$ cat config.mk
export PLATFORM = sky130hd
export DESIGN_NAME = char_lcd_4bit_write_sequencer_top
export DESIGN_NICKNAME = d
export VERILOG_FILES = /design/src/clseq_pkg.sv /design/src/char_lcd_4bit_write_sequencer_top.sv
export VERILOG_INCLUDE_DIRS = /design/src /design/src/src
export SDC_FILE = /design/constraint.sdc
export NUM_CORES = 1
export LEC_CHECK = 0
export CORE_AREA = 2 2 126 128
export DETAILED_ROUTE_END_ITERATION = 7
export DIE_AREA = 0 0 128 130
export DONT_BUFFER_PORTS = 1
export HOLD_SLACK_MARGIN = 0.02
export MAX_ROUTING_LAYER = met4
export PLACE_DENSITY = 0.81
export SLEW_MARGIN = 10
export SYNTH_ARGS = -nofsm -noshare
export SYNTH_HDL_FRONTEND = slang
export SYNTH_SLANG_ARGS = --single-unit
$ cat constraint.sdc
create_clock -name aclk -period 3.15 [get_ports aclk]
set_input_delay 0.315 -clock aclk [delete_from_list [all_inputs] [get_ports aclk]]
set_output_delay 0.315 -clock aclk [all_outputs]
set_load 0.05 [all_outputs]
$ cat src/char_lcd_4bit_write_sequencer_top_defines.svh
// Assertion macros shared by the LCD write sequencer RTL.
// Expects a clock named aclk and an active-low reset named aresetn in scope.
`ifndef CHAR_LCD_4BIT_WRITE_SEQUENCER_TOP_DEFINES_SVH
`define CHAR_LCD_4BIT_WRITE_SEQUENCER_TOP_DEFINES_SVH

// Property that must hold at every edge out of reset
`define CLSEQ_ASSERT(name, prop, msg) \
    name: assert property (@(posedge aclk) disable iff (!aresetn) (prop)) else $error(msg);

// Condition that, when seen, forces a consequence on the following edge
`define CLSEQ_ASSERT_NEXT(name, ante, cons, msg) \
    name: assert property (@(posedge aclk) disable iff (!aresetn) (ante) |=> (cons)) \
        else $error(msg);

`endif

$ cat src/clseq_pkg.sv
// Shared types and constants for the 4-bit character LCD write sequencer.
// No dependencies.
package clseq_pkg;

    localparam int TIMER_WIDTH_DEFAULT = 16;
    localparam int CFG_WIDTH           = 16;
    localparam int ADDR_WIDTH          = 5;

    // Request codes carried in the operation field
    typedef enum logic [2:0] {
        OP_TICK   = 3'd0,
        OP_CMD    = 3'd1,
        OP_DATA   = 3'd2,
        OP_CURSOR = 3'd3,
        OP_INIT   = 3'd4
    } op_t;

    // Configuration register indexes
    typedef enum logic [2:0] {
        REG_PULSE      = 3'd0,
        REG_SETTLE     = 3'd1,
        REG_CLEAR_HOME = 3'd2,
        REG_POWER_UP   = 3'd3,
        REG_INIT_LONG  = 3'd4,
        REG_INIT_SHORT = 3'd5
    } reg_idx_t;

    // Sequencer phases
    typedef enum logic [3:0] {
        PH_IDLE      = 4'd0,
        PH_HI_HIGH   = 4'd1,
        PH_HI_LOW    = 4'd2,
        PH_LO_HIGH   = 4'd3,
        PH_LO_LOW    = 4'd4,
        PH_SETTLE    = 4'd5,
        PH_POWER     = 4'd6,
        PH_INIT_HIGH = 4'd7,
        PH_INIT_LOW  = 4'd8,
        PH_INIT_WAIT = 4'd9
    } phase_t;

    localparam logic [7:0] SET_DDRAM_ADDR = 8'h80;
    localparam logic [7:0] ROW1_BASE      = 8'h40;
    localparam logic [7:0] CMD_CLEAR      = 8'h01;
    localparam logic [7:0] CMD_HOME       = 8'h02;
    localparam logic [3:0] NIB_WAKE       = 4'h3;
    localparam logic [3:0] NIB_FOUR_BIT   = 4'h2;

    // Init step numbering: 1..4 wake-up nibbles, 5..8 setup bytes
    localparam logic [3:0] STEP_NONE       = 4'd0;
    localparam logic [3:0] STEP_FIRST_NIB  = 4'd1;
    localparam logic [3:0] STEP_LAST_NIB   = 4'd4;
    localparam logic [3:0] STEP_FIRST_BYTE = 4'd5;
    localparam logic [3:0] STEP_LAST_CHAIN = 4'd7;

    // One result item
    typedef struct packed {
        logic       rs;
        logic       enable;
        logic [3:0] nibble;
        logic       busy;
        logic       rejected;
    } result_t;

    // Setup bytes sent after the wake-up nibbles
    function automatic logic [7:0] init_byte(input logic [1:0] idx);
        logic [7:0] b;
        case (idx)
            2'd0:    b = 8'h28;
            2'd1:    b = 8'h0C;
            2'd2:    b = 8'h06;
            default: b = 8'h01;
        endcase
        return b;
    endfunction

endpackage

$ cat src/char_lcd_4bit_write_sequencer_top.sv
// Character LCD write sequencer for a 4-bit bus: top level.
// Depends on clseq_pkg and char_lcd_4bit_write_sequencer_top_defines.svh.
//
// Each input item is a tick or a request (command byte, data byte, cursor
// set, power-up init) and yields exactly one result item holding the bus
// levels after it. One item is accepted every cycle while s_ready is high;
// its result is registered on the m_ side, taken from a single-pass update
// of the phase state machine and its countdown. A one-item skid register lets
// an item still be accepted while a result waits, so s_ready only drops after
// two results are held. Requests that arrive during a sequence are dropped
// and flagged as rejected. Timing registers sit on an APB port at 4*index;
// a value of 0 counts as 1 and values saturate to TIMER_WIDTH bits.
`include "char_lcd_4bit_write_sequencer_top_defines.svh"

module char_lcd_4bit_write_sequencer_top #(
    parameter int TIMER_WIDTH = clseq_pkg::TIMER_WIDTH_DEFAULT
) (
    input  logic                          aclk,
    input  logic                          aresetn,
    // configuration port
    input  logic                          psel,
    input  logic                          penable,
    input  logic                          pwrite,
    input  logic [clseq_pkg::ADDR_WIDTH-1:0] paddr,
    input  logic [31:0]                   pwdata,
    output logic [31:0]                   prdata,
    output logic                          pready,
    // input channel
    input  logic                          s_valid,
    output logic                          s_ready,
    input  logic [2:0]                    s_operation,
    input  logic [7:0]                    s_byte_value,
    input  logic                          s_row,
    input  logic [5:0]                    s_column,
    // result channel
    output logic                          m_valid,
    input  logic                          m_ready,
    output logic                          m_rs_pin,
    output logic                          m_enable_pin,
    output logic [3:0]                    m_data_nibble,
    output logic                          m_busy_res,
    output logic                          m_rejected
);

    localparam int CW = clseq_pkg::CFG_WIDTH;
    localparam logic [32:0] TMAX = (33'd1 << TIMER_WIDTH) - 33'd1;

    // configuration registers
    logic [CW-1:0] pulse_reg, settle_reg, clear_home_reg;
    logic [CW-1:0] power_up_reg, init_long_reg, init_short_reg;

    // sequencer state
    clseq_pkg::phase_t      phase_reg, phase_next;
    logic [TIMER_WIDTH-1:0] count_reg, count_next;
    logic [7:0]             byte_reg, byte_next;
    logic                   sel_reg, sel_next;
    logic [3:0]             step_reg, step_next;
    logic                   enable_reg, enable_next;
    logic [3:0]             nibble_reg, nibble_next;
    logic                   rej_next;

    // output and skid stages
    clseq_pkg::result_t out_reg, skid_reg, result;
    logic               m_valid_reg, skid_valid_reg;

    logic              s_fire, m_fire, cfg_write, busy, is_request;
    clseq_pkg::op_t    op;
    clseq_pkg::reg_idx_t cfg_idx;

    // Turn a register value into a countdown load: zero counts as one
    function automatic logic [TIMER_WIDTH-1:0] load_time(input logic [CW-1:0] v);
        logic [32:0] ext;
        ext = {{(33-CW){1'b0}}, v};
        if (ext == 33'd0) begin
            ext = 33'd1;
        end else if (ext > TMAX) begin
            ext = TMAX;
        end
        return ext[TIMER_WIDTH-1:0];
    endfunction

    assign op         = clseq_pkg::op_t'(s_operation);
    assign busy       = (phase_reg != clseq_pkg::PH_IDLE);
    assign s_ready    = !skid_valid_reg;
    assign s_fire     = s_valid && s_ready;
    assign m_fire     = m_valid_reg && m_ready;
    assign is_request = (op == clseq_pkg::OP_CMD) || (op == clseq_pkg::OP_DATA) ||
                        (op == clseq_pkg::OP_CURSOR) || (op == clseq_pkg::OP_INIT);

    // APB access
    assign pready    = 1'b1;
    assign cfg_write = psel && penable && pwrite && pready;
    assign cfg_idx   = clseq_pkg::reg_idx_t'(paddr[clseq_pkg::ADDR_WIDTH-1:2]);

    always_ff @(posedge aclk) begin
        if (!aresetn) begin
            pulse_reg      <= CW'(100);
            settle_reg     <= CW'(100);
            clear_home_reg <= CW'(2000);
            power_up_reg   <= CW'(50000);
            init_long_reg  <= CW'(5000);
            init_short_reg <= CW'(150);
        end else if (cfg_write) begin
            unique case (cfg_idx)
                clseq_pkg::REG_PULSE:      pulse_reg      <= pwdata[CW-1:0];
                clseq_pkg::REG_SETTLE:     settle_reg     <= pwdata[CW-1:0];
                clseq_pkg::REG_CLEAR_HOME: clear_home_reg <= pwdata[CW-1:0];
                clseq_pkg::REG_POWER_UP:   power_up_reg   <= pwdata[CW-1:0];
                clseq_pkg::REG_INIT_LONG:  init_long_reg  <= pwdata[CW-1:0];
                clseq_pkg::REG_INIT_SHORT: init_short_reg <= pwdata[CW-1:0];
                default: ;
            endcase
        end
    end

    // Register read-back
    always_comb begin
        prdata = '0;
        unique case (cfg_idx)
            clseq_pkg::REG_PULSE:      prdata[CW-1:0] = pulse_reg;
            clseq_pkg::REG_SETTLE:     prdata[CW-1:0] = settle_reg;
            clseq_pkg::REG_CLEAR_HOME: prdata[CW-1:0] = clear_home_reg;
            clseq_pkg::REG_POWER_UP:   prdata[CW-1:0] = power_up_reg;
            clseq_pkg::REG_INIT_LONG:  prdata[CW-1:0] = init_long_reg;
            clseq_pkg::REG_INIT_SHORT: prdata[CW-1:0] = init_short_reg;
            default:                   prdata = '0;
        endcase
    end

    // Next state: decode a request or advance on a tick
    always_comb begin
        logic       start_en;
        logic [7:0] start_byte;
        logic       start_sel;
        logic [7:0] cursor_addr;

        start_en    = 1'b0;
        start_byte  = 8'h00;
        start_sel   = 1'b0;
        cursor_addr = (s_row ? clseq_pkg::ROW1_BASE : 8'h00) + {2'b00, s_column};

        phase_next  = phase_reg;
        count_next  = count_reg;
        byte_next   = byte_reg;
        sel_next    = sel_reg;
        step_next   = step_reg;
        enable_next = enable_reg;
        nibble_next = nibble_reg;
        rej_next    = 1'b0;

        if (op == clseq_pkg::OP_TICK) begin
            if (busy && count_reg > TIMER_WIDTH'(1)) begin
                count_next = count_reg - TIMER_WIDTH'(1);
            end else if (busy) begin
                unique case (phase_reg)
                    clseq_pkg::PH_HI_HIGH: begin
                        enable_next = 1'b0;
                        phase_next  = clseq_pkg::PH_HI_LOW;
                        count_next  = load_time(pulse_reg);
                    end
                    clseq_pkg::PH_LO_HIGH: begin
                        enable_next = 1'b0;
                        phase_next  = clseq_pkg::PH_LO_LOW;
                        count_next  = load_time(pulse_reg);
                    end
                    clseq_pkg::PH_INIT_HIGH: begin
                        enable_next = 1'b0;
                        phase_next  = clseq_pkg::PH_INIT_LOW;
                        count_next  = load_time(pulse_reg);
                    end
                    clseq_pkg::PH_HI_LOW: begin
                        nibble_next = byte_reg[3:0];
                        enable_next = 1'b1;
                        phase_next  = clseq_pkg::PH_LO_HIGH;
                        count_next  = load_time(pulse_reg);
                    end
                    clseq_pkg::PH_LO_LOW: begin
                        phase_next = clseq_pkg::PH_SETTLE;
                        if (!sel_reg && (byte_reg == clseq_pkg::CMD_CLEAR ||
                                         byte_reg == clseq_pkg::CMD_HOME)) begin
                            count_next = load_time(clear_home_reg);
                        end else begin
                            count_next = load_time(settle_reg);
                        end
                    end
                    clseq_pkg::PH_SETTLE: begin
                        if (step_reg >= clseq_pkg::STEP_FIRST_BYTE &&
                            step_reg <= clseq_pkg::STEP_LAST_CHAIN) begin
                            step_next  = step_reg + 4'd1;
                            start_en   = 1'b1;
                            start_byte = clseq_pkg::init_byte(step_reg[1:0]);
                        end else begin
                            step_next  = clseq_pkg::STEP_NONE;
                            phase_next = clseq_pkg::PH_IDLE;
                            count_next = '0;
                        end
                    end
                    clseq_pkg::PH_POWER: begin
                        nibble_next = clseq_pkg::NIB_WAKE;
                        enable_next = 1'b1;
                        phase_next  = clseq_pkg::PH_INIT_HIGH;
                        count_next  = load_time(pulse_reg);
                    end
                    clseq_pkg::PH_INIT_LOW: begin
                        phase_next = clseq_pkg::PH_INIT_WAIT;
                        count_next = (step_reg == clseq_pkg::STEP_FIRST_NIB) ?
                                     load_time(init_long_reg) : load_time(init_short_reg);
                    end
                    clseq_pkg::PH_INIT_WAIT: begin
                        if (step_reg >= clseq_pkg::STEP_FIRST_NIB &&
                            step_reg < clseq_pkg::STEP_LAST_NIB) begin
                            step_next   = step_reg + 4'd1;
                            nibble_next = (step_reg == clseq_pkg::STEP_LAST_NIB - 4'd1) ?
                                          clseq_pkg::NIB_FOUR_BIT : clseq_pkg::NIB_WAKE;
                            enable_next = 1'b1;
                            phase_next  = clseq_pkg::PH_INIT_HIGH;
                            count_next  = load_time(pulse_reg);
                        end else begin
                            step_next  = clseq_pkg::STEP_FIRST_BYTE;
                            start_en   = 1'b1;
                            start_byte = clseq_pkg::init_byte(2'd0);
                        end
                    end
                    default: begin
                        phase_next  = clseq_pkg::PH_IDLE;
                        enable_next = 1'b0;
                        step_next   = clseq_pkg::STEP_NONE;
                        count_next  = '0;
                    end
                endcase
            end
        end else if (is_request && busy) begin
            rej_next = 1'b1;
        end else begin
            unique case (op)
                clseq_pkg::OP_CMD: begin
                    start_en   = 1'b1;
                    start_byte = s_byte_value;
                end
                clseq_pkg::OP_DATA: begin
                    start_en   = 1'b1;
                    start_byte = s_byte_value;
                    start_sel  = 1'b1;
                end
                clseq_pkg::OP_CURSOR: begin
                    start_en   = 1'b1;
                    start_byte = clseq_pkg::SET_DDRAM_ADDR | cursor_addr;
                end
                clseq_pkg::OP_INIT: begin
                    sel_next    = 1'b0;
                    enable_next = 1'b0;
                    step_next   = clseq_pkg::STEP_FIRST_NIB;
                    phase_next  = clseq_pkg::PH_POWER;
                    count_next  = load_time(power_up_reg);
                end
                default: ;
            endcase
        end

        // Load the high nibble of a byte and raise enable
        if (start_en) begin
            byte_next   = start_byte;
            sel_next    = start_sel;
            nibble_next = start_byte[7:4];
            enable_next = 1'b1;
            phase_next  = clseq_pkg::PH_HI_HIGH;
            count_next  = load_time(pulse_reg);
        end
    end

    // Result item: bus levels after the item
    always_comb begin
        result.rs       = sel_next;
        result.enable   = enable_next;
        result.nibble   = nibble_next;
        result.busy     = (phase_next != clseq_pkg::PH_IDLE);
        result.rejected = rej_next;
    end

    // Commit state on an accepted item
    always_ff @(posedge aclk) begin
        if (!aresetn) begin
            phase_reg  <= clseq_pkg::PH_IDLE;
            count_reg  <= '0;
            byte_reg   <= '0;
            sel_reg    <= 1'b0;
            step_reg   <= clseq_pkg::STEP_NONE;
            enable_reg <= 1'b0;
            nibble_reg <= '0;
        end else if (s_fire) begin
            phase_reg  <= phase_next;
            count_reg  <= count_next;
            byte_reg   <= byte_next;
            sel_reg    <= sel_next;
            step_reg   <= step_next;
            enable_reg <= enable_next;
            nibble_reg <= nibble_next;
        end
    end

    // Output register with a one-item skid stage
    always_ff @(posedge aclk) begin
        if (!aresetn) begin
            m_valid_reg    <= 1'b0;
            skid_valid_reg <= 1'b0;
        end else if (!m_valid_reg || m_ready) begin
            m_valid_reg    <= skid_valid_reg || s_fire;
            skid_valid_reg <= 1'b0;
        end else if (s_fire) begin
            skid_valid_reg <= 1'b1;
        end
    end

    always_ff @(posedge aclk) begin
        if (!m_valid_reg || m_ready) begin
            out_reg <= skid_valid_reg ? skid_reg : result;
        end
        if (s_fire && m_valid_reg && !m_ready) begin
            skid_reg <= result;
        end
    end

    assign m_valid       = m_valid_reg;
    assign m_rs_pin      = out_reg.rs;
    assign m_enable_pin  = out_reg.enable;
    assign m_data_nibble = out_reg.nibble;
    assign m_busy_res    = out_reg.busy;
    assign m_rejected    = out_reg.rejected;

    // Checks
    `CLSEQ_ASSERT(a_skid_behind_out, !skid_valid_reg || m_valid_reg, "skid item without output item")
    `CLSEQ_ASSERT(a_idle_enable_low, busy || !enable_reg, "enable high while idle")
    `CLSEQ_ASSERT_NEXT(a_reject_holds, s_fire && busy && is_request, phase_reg == $past(phase_reg) && count_reg == $past(count_reg), "rejected request changed state")
    `CLSEQ_ASSERT_NEXT(a_fire_shows, s_fire && !m_valid_reg, m_valid_reg, "accepted item produced no result")

endmodule

==> metrics.md, run 1 <==
| Metric | Value |
|---|---|
| CTS tree | `done` |
| # port buffers | `0` |
| Power Density | `521 mW/mm2` |
| Count of final setup violators | `0` |
| Vias | `9073` |
| Sw power | `1.57 mW` |
| Die Area | `0.0166 mm2` |
| Synth-to-Final Area Change | `11.2%` |
| Layout cells sized above 1 | `0.104` |
| Initial core utilization | `0.561` |
| Crit path kind | `register to register` |
| Layout fillers | `1313` |
| Routed wire length | `30900 um` |
| CORE AREA | `0.0154 mm2` |
| HP Class | `input pin to register` |
| Comb pwr share | `0.160` |
| Synth unique cells | `84` |
| Asr flop ratio synth | `0` |
| Postcts setup bufs | `0` |
| Synth top area cells | `dfxtp_1 (31%), nand2_1 (10%), a21oi_1 (6.1%)` |
| Final Critical Period | `2.91 ns` |
| Critical Path AT | `3.10 ns` |
| Clock power share | `0.413` |
| Worst hold path depth | `2` |
| Worst IR drop on VDD | `0.534 mV` |
| Setup Skew | `0.0124 ns` |
| Design Power | `5.02 mW` |
| Status | `finished, violations left` |
| Leakage power | `3.52 nW` |
| Worst Setup Start Kind | `register` |
| I/O Pins | `105` |
| Synth area leader | `dfxtp_1` |
| Final Hold Fails | `0` |
| First-pass GRT wire length | `47200 um` |
| Flops & latches, synth | `152` |
| Antenna violations before repair | `1` |
| FP Rows | `46` |
| Syn Inst Count | `1112` |
| DRT Pass-1 Iters | `8` |
| Req. time, crit path | `3.34 ns` |
| Total CTS buffers | `17` |
| Pins Over Slew Limit | `0` |
| Worst Hold Slack | `0.0197 ns` |
| Final HPWL DP | `21100 um` |
| Worst slew pin tran | `1.10 ns` |
| Most used DFF post-synth | `dfxtp_1` |
| Max Fclk | `344 MHz` |
| RR Startpoint | `step_reg[0]$_SDFFE_PN0P_` |
| Switching share of power | `0.313` |
| GRT Residual Overflow | `0` |
| R2r endpoint | `m_rs_pin$_DFFE_PP_` |
| CTS Sinks | `152` |
| FF-to-FF setup slack | `0.24 ns` |
| Final Cycle Share | `0.923` |
| Post-synthesis sequential area ratio | `0.370` |
| Power Internal | `3.45 mW` |
| Placed inst area | `0.00883 mm2` |
| Syn avg cell area | `7.79 um2` |
| H-tree depth | `4` |
| RSZ-0062 raised after global routing | `false` |
| Violated checks | `design-rule violations` |
| Vias in the first global route | `8316` |
| Clk_lat worst skew | `0.44 ns` |
| Design Area, Final | `0.00963 mm2` |
| Clock buffer depth | `2` |
| Iter 0 DRT Violations | `1533` |
| CP max-delay cell | `a2111oi_1` |
| Detailed-route DRC error count | `3` |
| Clock-pin transition on the worst setup and hold timing paths | `0.07 ns` |
| Ys Warns | `0` |
| Clk root buf | `clkbuf_16` |
| Worst hold endpoint | `nibble_reg[3]$_SDFFE_PN0P_` |
| Final core occ | `0.624` |
| Total negative setup slack | `0 ns` |
| CP peak stage delay | `0.53 ns` |
| Share of power burned in registers | `0.428` |
| Reg2Reg Depth | `9` |
| EDFF count, synth | `16` |
| Die Width | `128 um` |
| Crit end category | `register` |
| Normalized max-slew margin | `0.264` |
| Mapped Area | `0.00866 mm2` |
| Final ANT Viol Nets | `0` |
| Post-synth top area share | `0.314` |
| Wire per inst | `23.6 um` |
| Gp weighted congestion | `1.04` |
| Total global-route track usage | `0.383` |
| Final nets | `1175` |
| Max-Cap Viols | `0` |
| Die Y-Extent | `130 um` |
| Hold Crit Start | `aresetn` |
| Vias/cell | `6.92` |
| Largest net degree at the start of global routing | `42` |
| Crit-path max FO | `6` |
| CP Cell Sequence | `inv_1 -> ha_1 -> nand2b_1 -> nand4_1 -> a2111oi_1 -> buf_4 -> o22ai_1 -> a32o_1 -> mux2_2` |
[layer usage]
| layer | share of wire | up-vias | GRT usage |
|---|---|---|---|
| li1 | - | 4038 | - |
| met1 | 0.37 | 4190 | 0.470 |
| met2 | 0.44 | 687 | 0.578 |
| met3 | 0.13 | 158 | 0.114 |
| met4 | 0.055 | 0 | 0.187 |
| met5 | 0 | - | - |
[critical path: cells and delay by family, from the launching register on]
kind | cells | cell delay [ns]
AOI/OAI and AO/OA | 3 | 0.89
adders and majority gates | 1 | 0.24
buffers and inverters | 2 | 0.35
DFF | 1 | 0.43
muxes | 1 | 0.28
and+or+nand+nor | 2 | 0.48
[cells by family after synthesis]
| family | after synthesis | synth area share |
|---|---|---|
| XOR/XNOR | 15 | 0.0152 |
| AND/OR/NAND/NOR | 477 | 0.263 |
| adder cells (fa/ha/maj) | 8 | 0.0116 |
| multiplexers | 29 | 0.0364 |
| buffers and inverters | 108 | 0.0549 |
| other | 2 | 0.000867 |
| AO/OA/AOI/OAI | 321 | 0.249 |
| flip-flops | 152 | 0.370 |
[worst max path at each step]
stage	startpoint	end	cells past startpoint
6_report	step_reg[0]$_SDFFE_PN0P_	m_rs_pin$_DFFE_PP_	9
5_1_grt	step_reg[0]$_SDFFE_PN0P_	m_rs_pin$_DFFE_PP_	9
4_1_cts	step_reg[0]$_SDFFE_PN0P_	m_data_nibble[0]$_DFFE_PP_	8
3_5_place_dp	step_reg[0]$_SDFFE_PN0P_	m_data_nibble[0]$_DFFE_PP_	8
3_3_place_gp	step_reg[0]$_SDFFE_PN0P_	m_data_nibble[0]$_DFFE_PP_	8
2_1_floorplan	count_reg[0]$_SDFFE_PN0P_	m_rs_pin$_DFFE_PP_	10
[cells in the final DEF (no fill, tap or decap), types with 19 or more instances in the layout]
| cell | instances |
|---|---|
| a21oi_1 | 105 |
| a22oi_1 | 61 |
| buf_4 | 36 |
| dfxtp_1 | 136 |
| dlygate4sd3_1 | 19 |
| mux2_2 | 20 |
| nand2_1 | 233 |
| nand3_1 | 66 |
| nor2_1 | 52 |
| nor4_1 | 27 |
| o21ai_0 | 45 |
[cell type report]
type                            instances  area, um2  area share
Multi-Input combinational cell        867       5080       0.527
Sequential cell                       152       3200       0.333
Timing Repair Buffer                   56        480      0.0499
Clock buffer                           19        453      0.0470
Tap cell                              192        240      0.0249
Clock inverter                         13        133      0.0138
Inverter                               11       41.3     0.00429
Antenna cell                            1       2.50    0.000260
[power groups by stage]
stage / combinational (mW) / sequential [mW] / clock (mW)
floorplan: 0.592 / 2.16 / 0
global placement: 0.727 / 2.18 / 0
detailed placement: 0.733 / 2.19 / 0
CTS: 0.782 / 2.14 / 2.05
global route: 0.857 / 2.15 / 2.13
finish: 0.801 / 2.15 / 2.07
[what timing repair did]
action / 4_1_cts / 5_1_grt
hold buffers: 20 / 0
setup endpoints to repair: 0 / 3
gates resized for setup: 0 / 1
hold endpoints to repair: 85 / 0
[through the flow]
step                instances  setup WS (ns)
floorplan                1127          0.522
global placement         1258          0.294
detailed placement       1258          0.291
CTS                      1310          0.263
global route             1311         0.0745
finish                   1311          0.244
[synthesized netlist by cell type, types with 3 or more instances]
cell and instances:
a2111oi_0 3, a211oi_1 8, a21oi_1 105, a221o_1 8, a221oi_1 3, a222oi_1 6
a22oi_1 61, a2bb2oi_1 4, a31oi_1 12, and2_1 7, and3_1 14, buf_1 3
buf_2 5, buf_4 17, clkbuf_1 72, dfxtp_1 136, edfxtp_1 16, ha_1 8
inv_1 10, mux2_2 20, mux2i_1 9, nand2_1 233, nand2b_1 9, nand3_1 66
nand4_1 8, nor2_1 52, nor2b_1 10, nor3_1 14, nor3b_1 6, nor4_1 28
o211ai_1 10, o21a_1 4, o21ai_0 45, o221ai_1 4, o22ai_1 3, o2bb2ai_1 4
o31a_1 3, or4_1 8, xnor2_1 7, xor2_1 8
(Power assumes the default switching activity.)
==> run 2, diff against run 1 <==
--- a/config.mk
+++ b/config.mk
@@ -6,9 +6,10 @@
 export SDC_FILE = /design/constraint.sdc
 export NUM_CORES = 1
 export LEC_CHECK = 0
-export CORE_AREA = 2 2 126 128
+export ABC_AREA = 1
+export CORE_AREA = 2 2 128 130
 export DETAILED_ROUTE_END_ITERATION = 7
-export DIE_AREA = 0 0 128 130
+export DIE_AREA = 0 0 130 132
 export DONT_BUFFER_PORTS = 1
 export HOLD_SLACK_MARGIN = 0.02
 export MAX_ROUTING_LAYER = met4
==> run 2 against run 1 <==
Net effect:
- the flow now finishes without violations
- clock-buffer cell count fell by 1
- via count rose by 4.7%
- cell count rose by 21%
- final area rose by 1.8%
- sequential power barely moved
- core utilization barely moved
- hold slack got worse by 0.0018 ns
- critical path type unchanged
- largest cell class unchanged
==> metrics.md, run 2 <==
| Metric | Value |
|---|---|
| Clock power share | `0.393` |
| Total global-route track usage | `0.348` |
| Power Density | `522 mW/mm2` |
| Flops & latches, synth | `152` |
| Final HPWL DP | `19600 um` |
| RR Startpoint | `step_reg[1]$_SDFFE_PN0P_` |
| Worst Slack Setup Final | `0.393 ns` |
| Clk root buf | `clkbuf_16` |
| Worst IR drop on VDD | `0.416 mV` |
| Normalized max-slew margin | `0.134` |
| Gp weighted congestion | `0.993` |
| Worst setup endpoint | `m_data_nibble[1]$_DFFE_PP_` |
| Power Internal | `3.41 mW` |
| Iter 0 DRT Violations | `1305` |
| Antenna violations before repair | `0` |
| Design Area, Final | `0.00981 mm2` |
| Synth top area cells | `dfxtp_1 (30%), nand2_1 (12%), o21ai_0 (8.3%)` |
| Most frequent CP cell | `nand2_1` |
| Crit end category | `register` |
| CP max-delay cell | `o21ai_0` |
| Area occupied by multi-input gates | `0.00483 mm2` |
| Pins Over Slew Limit | `0` |
| Clock-pin transition on the worst setup and hold timing paths | `0.07 ns` |
| Asr flop ratio synth | `0` |
| CP Cell Sequence | `inv_1 -> ha_1 -> o21ai_0 -> nand2_2 -> nand2_1 -> nand3_2 -> nand2_4 -> inv_2 -> nand2_1 -> nand2_1 -> nand2_1 -> nand2_1` |
| R2r endpoint | `m_data_nibble[1]$_DFFE_PP_` |
| Ys Warns | `0` |
| EDFF count, synth | `16` |
| Req. time, crit path | `3.34 ns` |
| Resized Gates After CTS | `0` |
| Final Critical Period | `2.76 ns` |
| Routed wire length | `29000 um` |
| CP Depth | `12` |
| Worst Setup Start Kind | `register` |
| FP Rows | `46` |
| Vias | `9502` |
| FF-to-FF setup slack | `0.39 ns` |
| Die Area | `0.0172 mm2` |
| Setup Skew | `0.0107 ns` |
| CORE AREA | `0.0157 mm2` |
| Critical Path AT | `2.95 ns` |
| Total negative setup slack | `0 ns` |
| Final Hold Fails | `0` |
| Synth top cells by count | `nand2_1 (292), nor2_1 (193), o21ai_0 (148)` |
| Count leader, synth | `nand2_1` |
| Synth unique cells | `47` |
| Worst Hold Slack | `0.0179 ns` |
| CP peak stage delay | `0.42 ns` |
| Comb pwr share | `0.185` |
| Largest net degree at the start of global routing | `88` |
| H-tree depth | `4` |
| RSZ-0062 raised after global routing | `false` |
| Final ANT Viol Nets | `0` |
| Reg2Reg Depth | `12` |
| Vias in the first global route | `8512` |
| Vias/cell | `5.99` |
| Count of final setup violators | `0` |
| Synth area leader | `dfxtp_1` |
| Total CTS buffers | `17` |
| Worst slack at placement | `0.489 ns` |
| Die Y-Extent | `132 um` |
| Crit-path max FO | `28` |
| Synth-to-Final Area Change | `9.35%` |
| Max-Cap Viols | `0` |
| Syn avg cell area | `6.60 um2` |
| FF/Latch Area | `0.00320 mm2` |
| CTS tree | `done` |
| Clock buffer depth | `2` |
| Layout fillers | `1433` |
| Placed inst area | `0.00904 mm2` |
| Crit path kind | `register to register` |
| Sw power | `1.71 mW` |
| Wire per inst | `18.3 um` |
| Post-synth top area share | `0.304` |
| I/O Pins | `105` |
| HP Class | `input pin to register` |
| Worst slew pin tran | `1.32 ns` |
| Clk_lat worst skew | `0.44 ns` |
| Switching share of power | `0.334` |
| Status | `finished, final reports clean` |
| Initial core utilization | `0.571` |
| WP buf/inv | `2` |
| Share of power burned in registers | `0.422` |
| Detailed-route DRC error count | `0` |
| Syn Inst Count | `1358` |
| Layout cells sized above 1 | `0.0752` |
| Die Width | `130 um` |
| Most used DFF post-synth | `dfxtp_1` |
| First-pass GRT wire length | `45000 um` |
| Commonest cells after routing, fill and taps aside | `nand2_1 (292), nor2_1 (193), o21ai_0 (148)` |
| Diode count | `0` |
| DRT Pass-1 Iters | `7` |
| Leakage power | `4.26 nW` |
| Design Power | `5.12 mW` |
| Final nets | `1427` |
| Post-synthesis sequential area ratio | `0.357` |
| Commonest non-fill, non-tap cell in the layout | `nand2_1` |
| # port buffers | `0` |
| Critical Path Source | `step_reg[1]$_SDFFE_PN0P_` |
| Max Fclk | `363 MHz` |
| Final Cycle Share | `0.875` |
| CTS Sinks | `152` |
| GRT Residual Overflow | `0` |
| Mapped Area | `0.00897 mm2` |
| Top delay family on crit path | `simple AND/OR/NAND/NOR gates` |
run 2: cells by family after synthesis:
logic type               count (synthesis)  synth area share
AND/OR/NAND/NOR                        592             0.282
AO/OA/AOI/OAI                          363             0.228
buffers and inverters                  230             0.110
flip-flops                             152             0.357
XOR/XNOR                                11            0.0107
adder cells (fa/ha/maj)                  8            0.0112
other                                    2          0.000837
run 2: worst min path at each step:
stage / startpoint / to / slack (ns) / cells after the start
2_1_floorplan: pwdata[2] / settle_reg[2]$_SDFFE_PN1P_ / 0.43 / 2
3_3_place_gp: pwdata[2] / settle_reg[2]$_SDFFE_PN1P_ / 0.43 / 2
3_5_place_dp: aresetn / pulse_reg[5]$_SDFFE_PN1P_ / 0.43 / 1
4_1_cts: pwdata[1] / pulse_reg[1]$_SDFFE_PN0P_ / 0.02 / 2
5_1_grt: aresetn / count_reg[1]$_SDFFE_PN0P_ / 0.03 / 2
6_report: aresetn / power_up_reg[14]$_SDFFE_PN1P_ / 0.02 / 1
run 2: layout make-up:
| cell class | instances | area share |
|---|---|---|
| inverter | 155 | 0.0593 |
| clock buffer | 18 | 0.0438 |
| clock inverter | 14 | 0.0139 |
| multi-input combinational | 991 | 0.493 |
| timing repair buffer | 40 | 0.0357 |
| sequential | 152 | 0.327 |
| tap | 216 | 0.0276 |
run 2: through the flow:
stage / utilization / instances
2_1_floorplan: - / 1373
3_3_place_gp: 0.575 / 1534
3_5_place_dp: 0.575 / 1534
4_1_cts: 0.623 / 1585
5_1_grt: 0.624 / 1586
6_report: 0.624 / 1586
run 2: power by group through the flow:
stage | logic (mW) | clock network (mW) | registers, mW
after floorplan | 0.742 | 0 | 2.18
after global placement | 0.859 | 0 | 2.20
after detailed placement | 0.874 | 0 | 2.20
after CTS | 0.918 | 2.02 | 2.16
after global routing | 1.03 | 2.10 | 2.17
final | 0.946 | 2.01 | 2.16
run 2: repair_timing:
| action | 4_1_cts | 5_1_grt |
|---|---|---|
| buffers inserted | 0 | 0 |
| hold buffers | 19 | 1 |
| hold endpoints to repair | 39 | 1 |
run 2: metal layers:
metal,up-vias,track usage,part of all wire
met4,0,0.143,0.040
met2,697,0.537,0.45
met5,-,-,0
met1,4200,0.420,0.38
li1,4463,-,-
met3,142,0.109,0.13
